`src/hdl/btpc_pkg.sv`:
```
// Package: shared widths, register indexes and payload types for the compensation block.
`timescale 1ns / 1ps
`default_nettype none
package btpc_pkg;
  localparam int CfgIdxW = 3;
  localparam int CfgDataW = 32;
  localparam int RegCount = 8;
  localparam int DivW = 32;

  localparam logic [CfgIdxW-1:0] RegAc1 = 3'd0;
  localparam logic [CfgIdxW-1:0] RegAc2 = 3'd1;
  localparam logic [CfgIdxW-1:0] RegAc3 = 3'd2;
  localparam logic [CfgIdxW-1:0] RegAc4 = 3'd3;
  localparam logic [CfgIdxW-1:0] RegAc56 = 3'd4;
  localparam logic [CfgIdxW-1:0] RegB12 = 3'd5;
  localparam logic [CfgIdxW-1:0] RegMcMd = 3'd6;
  localparam logic [CfgIdxW-1:0] RegOss = 3'd7;

  typedef struct packed {
    logic [15:0] raw_temperature;
    logic [23:0] raw_pressure;
  } in_item_t;

  typedef struct packed {
    logic signed [15:0] temperature_tenths;
    logic [19:0] pressure_pa;
    logic divide_fault;
  } out_item_t;

  typedef struct packed {
    logic signed [15:0] ac1;
    logic signed [15:0] ac2;
    logic signed [15:0] ac3;
    logic [15:0] ac4;
    logic [15:0] ac5;
    logic [15:0] ac6;
    logic signed [15:0] b1;
    logic signed [15:0] b2;
    logic signed [15:0] mc;
    logic signed [15:0] md;
    logic [1:0] oss;
  } calib_t;
endpackage
`default_nettype wire

```
`src/hdl/btpc_temp.sv`:
```
// Temperature front end: X1, divisor and signed-divide operand preparation.
`timescale 1ns / 1ps
`default_nettype none
module btpc_temp (
  input  wire logic               clk,
  input  wire logic               en,
  input  wire btpc_pkg::calib_t   cal,
  input  wire logic [15:0]        ut,
  output logic signed [31:0]      x1,
  output logic [31:0]             num_mag,
  output logic [31:0]             den_mag,
  output logic                    neg,
  output logic                    dzero
);
  import btpc_pkg::*;
  logic signed [31:0] prod_r;
  logic signed [31:0] x1_r;
  logic signed [31:0] dv_r;
  logic signed [31:0] dv_nxt;
  logic signed [31:0] mcn;
  // stage 1: (ut-ac6)*ac5
  always_ff @(posedge clk) begin
    if (en) prod_r <= 32'(($signed({1'b0, ut}) - $signed({1'b0, cal.ac6}))
                        * $signed({1'b0, cal.ac5}));
  end
  assign dv_nxt = (prod_r >>> 15) + 32'(cal.md);
  // stage 2: x1 and divisor
  always_ff @(posedge clk) begin
    if (en) begin
      x1_r <= prod_r >>> 15;
      dv_r <= dv_nxt;
    end
  end
  assign mcn = 32'(cal.mc) <<< 11;
  assign x1 = x1_r;
  assign num_mag = mcn[31] ? 32'(-mcn) : mcn;
  assign den_mag = dv_r[31] ? 32'(-dv_r) : dv_r;
  assign neg = mcn[31] ^ dv_r[31];
  assign dzero = dv_r == '0;
endmodule
`default_nettype wire

```
`config.mk`:
```
export PLATFORM = sky130hd
export DESIGN_NAME = btpc_temp
export DESIGN_NICKNAME = d
export VERILOG_FILES = /design/src/hdl/btpc_pkg.sv /design/src/hdl/btpc_temp.sv
export SDC_FILE = /design/constraint.sdc
export NUM_CORES = 1
export LEC_CHECK = 0
export BUFFER_PORTS_ARGS = -buffer_cell sky130_fd_sc_hd__buf_2
export CAP_MARGIN = 20
export CORE_ASPECT_RATIO = 1.4
export CORE_MARGIN = 2
export CORE_UTILIZATION = 59
export CTS_BUF_LIST = sky130_fd_sc_hd__clkbuf_4 sky130_fd_sc_hd__clkbuf_8
export CTS_CLUSTER_DIAMETER = 150
export CTS_CLUSTER_SIZE = 20
export DETAILED_ROUTE_END_ITERATION = 12
export GPL_ROUTABILITY_DRIVEN = 0
export PLACE_DENSITY = 0.95
export SYNTH_ARGS = -nofsm -noshare
export SYNTH_HDL_FRONTEND = slang
export SYNTH_SLANG_ARGS = --single-unit
```
`constraint.sdc`:
```
create_clock -name clk -period 12.2 [get_ports clk]
set_input_delay 3.66 -clock clk [delete_from_list [all_inputs] [get_ports clk]]
set_output_delay 3.66 -clock clk [all_outputs]
set_load 0.005 [all_outputs]
```
==> qor.csv <==
metric,value,unit
post-synthesis sequential area ratio,10.50,%
RSZ-0062 raised after global routing,no,
drt initial violations,1276,
Crit Path Class,input pin to flop,
"slowest stage delay, CP",0.58,ns
Seq cells post-synth,52,
Layout Nets,2309,
WP data arrival,11.86,ns
worst relative slew slack,49.29,%
Achievable Freq,0.08445,GHz
number of I/O port buffers,149,
# IOs,278,
Clock H-tree levels,2,
pin count of the biggest net entering global routing,53,
Yosys top cell area share,35.27,%
Netlist cell types,65,
status,completed,
first-pass GRT wire length,62.43,mm
most frequent CP cell,fa_1,
core area,24760,sq um
reg2reg end,dv_r[15]$_DFFE_PP_,
Initial Util,60.07,%
WP data required,12.22,ns
"count leader, synth",inv_1,
vias in the first global route,13180,
"Clk pin slew, worst setup/hold paths",0.10,ns
Post-Synthesis Cells,1658,
DRT Pass-1 Iters,6,
Post-synth top flop,edfxtp_1,
# setup viols final,0,
initial antenna violation count,0,
number of fill cells,1829,
Skew-Pair Late Insertion Delay,0.31,ns
WHS Endpoint,x1[5]$_DFFE_PP_,
area growth from synthesis to layout,6.377,%
synth warn,0,
Rows,68,
r2r worst-path depth,9,
WHS,0.4696,ns
post-route ant nets,0,
gr ovfl total,0,
CTS root buffer,clkbuf_8,
total number of vias,12290,
CTS Buf Count,5,
vias per inst,5.945,
Place WS,0.1831,ns
max_cap viols,0,
GR Util All Layers,29.26,%
"Slowest-stage cell, CP",o32ai_4,
Routed WL,38.26,mm
Worst Setup End Kind,flop,
worst r2r src,prod_r[16]$_DFFE_PP_,
worst-margin pin slew,0.7511,ns
final hold vios,0,
CP startpoint kind,input pin,
"Slew Viols, Final",0,
clk sink count,52,
crit path max fanout,7,
syn avg cell area,8.970,sq um
Cells after DPL,2058,
Post-synth top cells,"inv_1 (371), fa_1 (262), nand2_1 (156)",
Routed WL per cell,18.51,um
stages on the worst setup path,30,
post-layout minimum cycle time,11.84,ns
clk_skew,0.009499,ns
CP bufs+invs,7,
internal reg-to-reg setup slack,9.29,ns
Post-Syn Area,14870,sq um
Cells on Worst Hold Path,0,
Die X,138.2,um
"EDFF count, synth",52,
top cell type by total area after synthesis,fa_1,
Chip Height,191.9,um
DRC Markers,0,
TritonCTS clock tree,built,
worst hold path class,flop to flop,
diode count,0,
setup TNS,0,ns
DPL Wire Length,31.16,mm
layout cells sized above 1,12.04,%
"delay-heaviest family, CP",adder cells,
Post-CTS Setup Inserts,0,
Clock Path Buffers,2,
"Async S/R FF share, synth",0,%
top post-synthesis cells by area,"fa_1 (35%), edfxtp_1 (10%), ha_1 (9.8%), inv_1 (9.4%), xnor2_1 (4.2%)",
crit share post-route,97.06,%
slack of the critical path,0.3582,ns
non-filler cells in the finished layout,2067,
Hold Startpoint,prod_r[20]$_DFFE_PP_,
die area,26510,sq um
per-stage QoR:
step	utilization (%)	area [sq um]
after detailed placement	63.33	15680
final	63.90	15820
after global placement	63.33	15680
after CTS	63.79	15790
after global routing	63.90	15820
after floorplan	-	14980
kinds of logic (layout without fill, tap and decap cells):
family,Yosys count,after routing,synth area share [%]
AO/OA/AOI/OAI,181,181,9.095
XOR/XNOR,83,83,4.888
adder cells (fa/ha/maj),380,380,45.16
buffers and inverters,493,558,13.80
flip-flops,52,52,10.50
multiplexers,17,17,1.195
other,1,30,0.02522
AND/OR/NAND/NOR,451,451,15.34
timing repair:
action | in CTS | in global routing
setup endpoints to repair | 0 | 1
hold buffers | 0 | 0
resized for setup | 0 | 2
hold endpoints to repair | 0 | 0
cell usage in the layout (no fill, tap or decap), types with 12 or more instances in the layout:
master	netlist	final
o21ai_0	24	24
nand2_1	156	156
a21o_1	12	12
edfxtp_1	52	52
buf_2	5	149
nor2_1	43	43
a211oi_1	22	22
xor2_1	12	12
and3_1	17	17
o31ai_1	14	14
a21oi_1	19	19
or3_1	16	16
nand2b_1	33	33
nor4_1	13	12
xnor2_1	71	71
buf_4	48	29
fa_1	262	262
ha_1	116	116
a31oi_1	13	13
and2_1	69	69
nand3_1	24	24
conb_1	1	30
a311o_1	12	12
nor3_1	34	34
inv_1	371	371
routing by layer:
metal | global-route usage, % | vias up | wire length [um]
met1 | 30.85 | 5759 | 11980
met2 | 53.03 | 843 | 19250
met3 | 4.213 | 334 | 3429
met4 | 22.06 | 0 | 3601
met5 | 0 | - | 0
li1 | - | 5352 | -
registers in the layout (all words and copies together) (netlist names):
| signal | cells |
|---|---|
| x1 | 17 |
| prod_r | 17 |
| dv_r | 18 |
worst max-delay path by stage:
| stage | slack (ns) | startpoint | to |
|---|---|---|---|
| finish | 0.36 | cal[67] | prod_r[31]$_DFFE_PP_ |
| global route | 0.008 | ut[0] | prod_r[31]$_DFFE_PP_ |
| CTS | 0.48 | cal[67] | prod_r[31]$_DFFE_PP_ |
| detailed placement | 0.18 | cal[67] | prod_r[31]$_DFFE_PP_ |
| global placement | 0.52 | cal[67] | prod_r[31]$_DFFE_PP_ |
| floorplan | 1.22 | ut[0] | prod_r[31]$_DFFE_PP_ |
area by class of cell:
class	instances	area [sq um]	share of cell area [%]
clock buffers	6	76.32	0.4824
flip-flops and latches	52	1562	9.870
well taps	315	394.1	2.491
multi-input cells	1142	11370	71.89
inverters	371	1393	8.803
clock inverters	2	38.79	0.2452
repair buffers	179	983.4	6.216
Power is not shown: default switching activity piles up to over one toggle a cycle in this logic, so the estimate is an artifact.
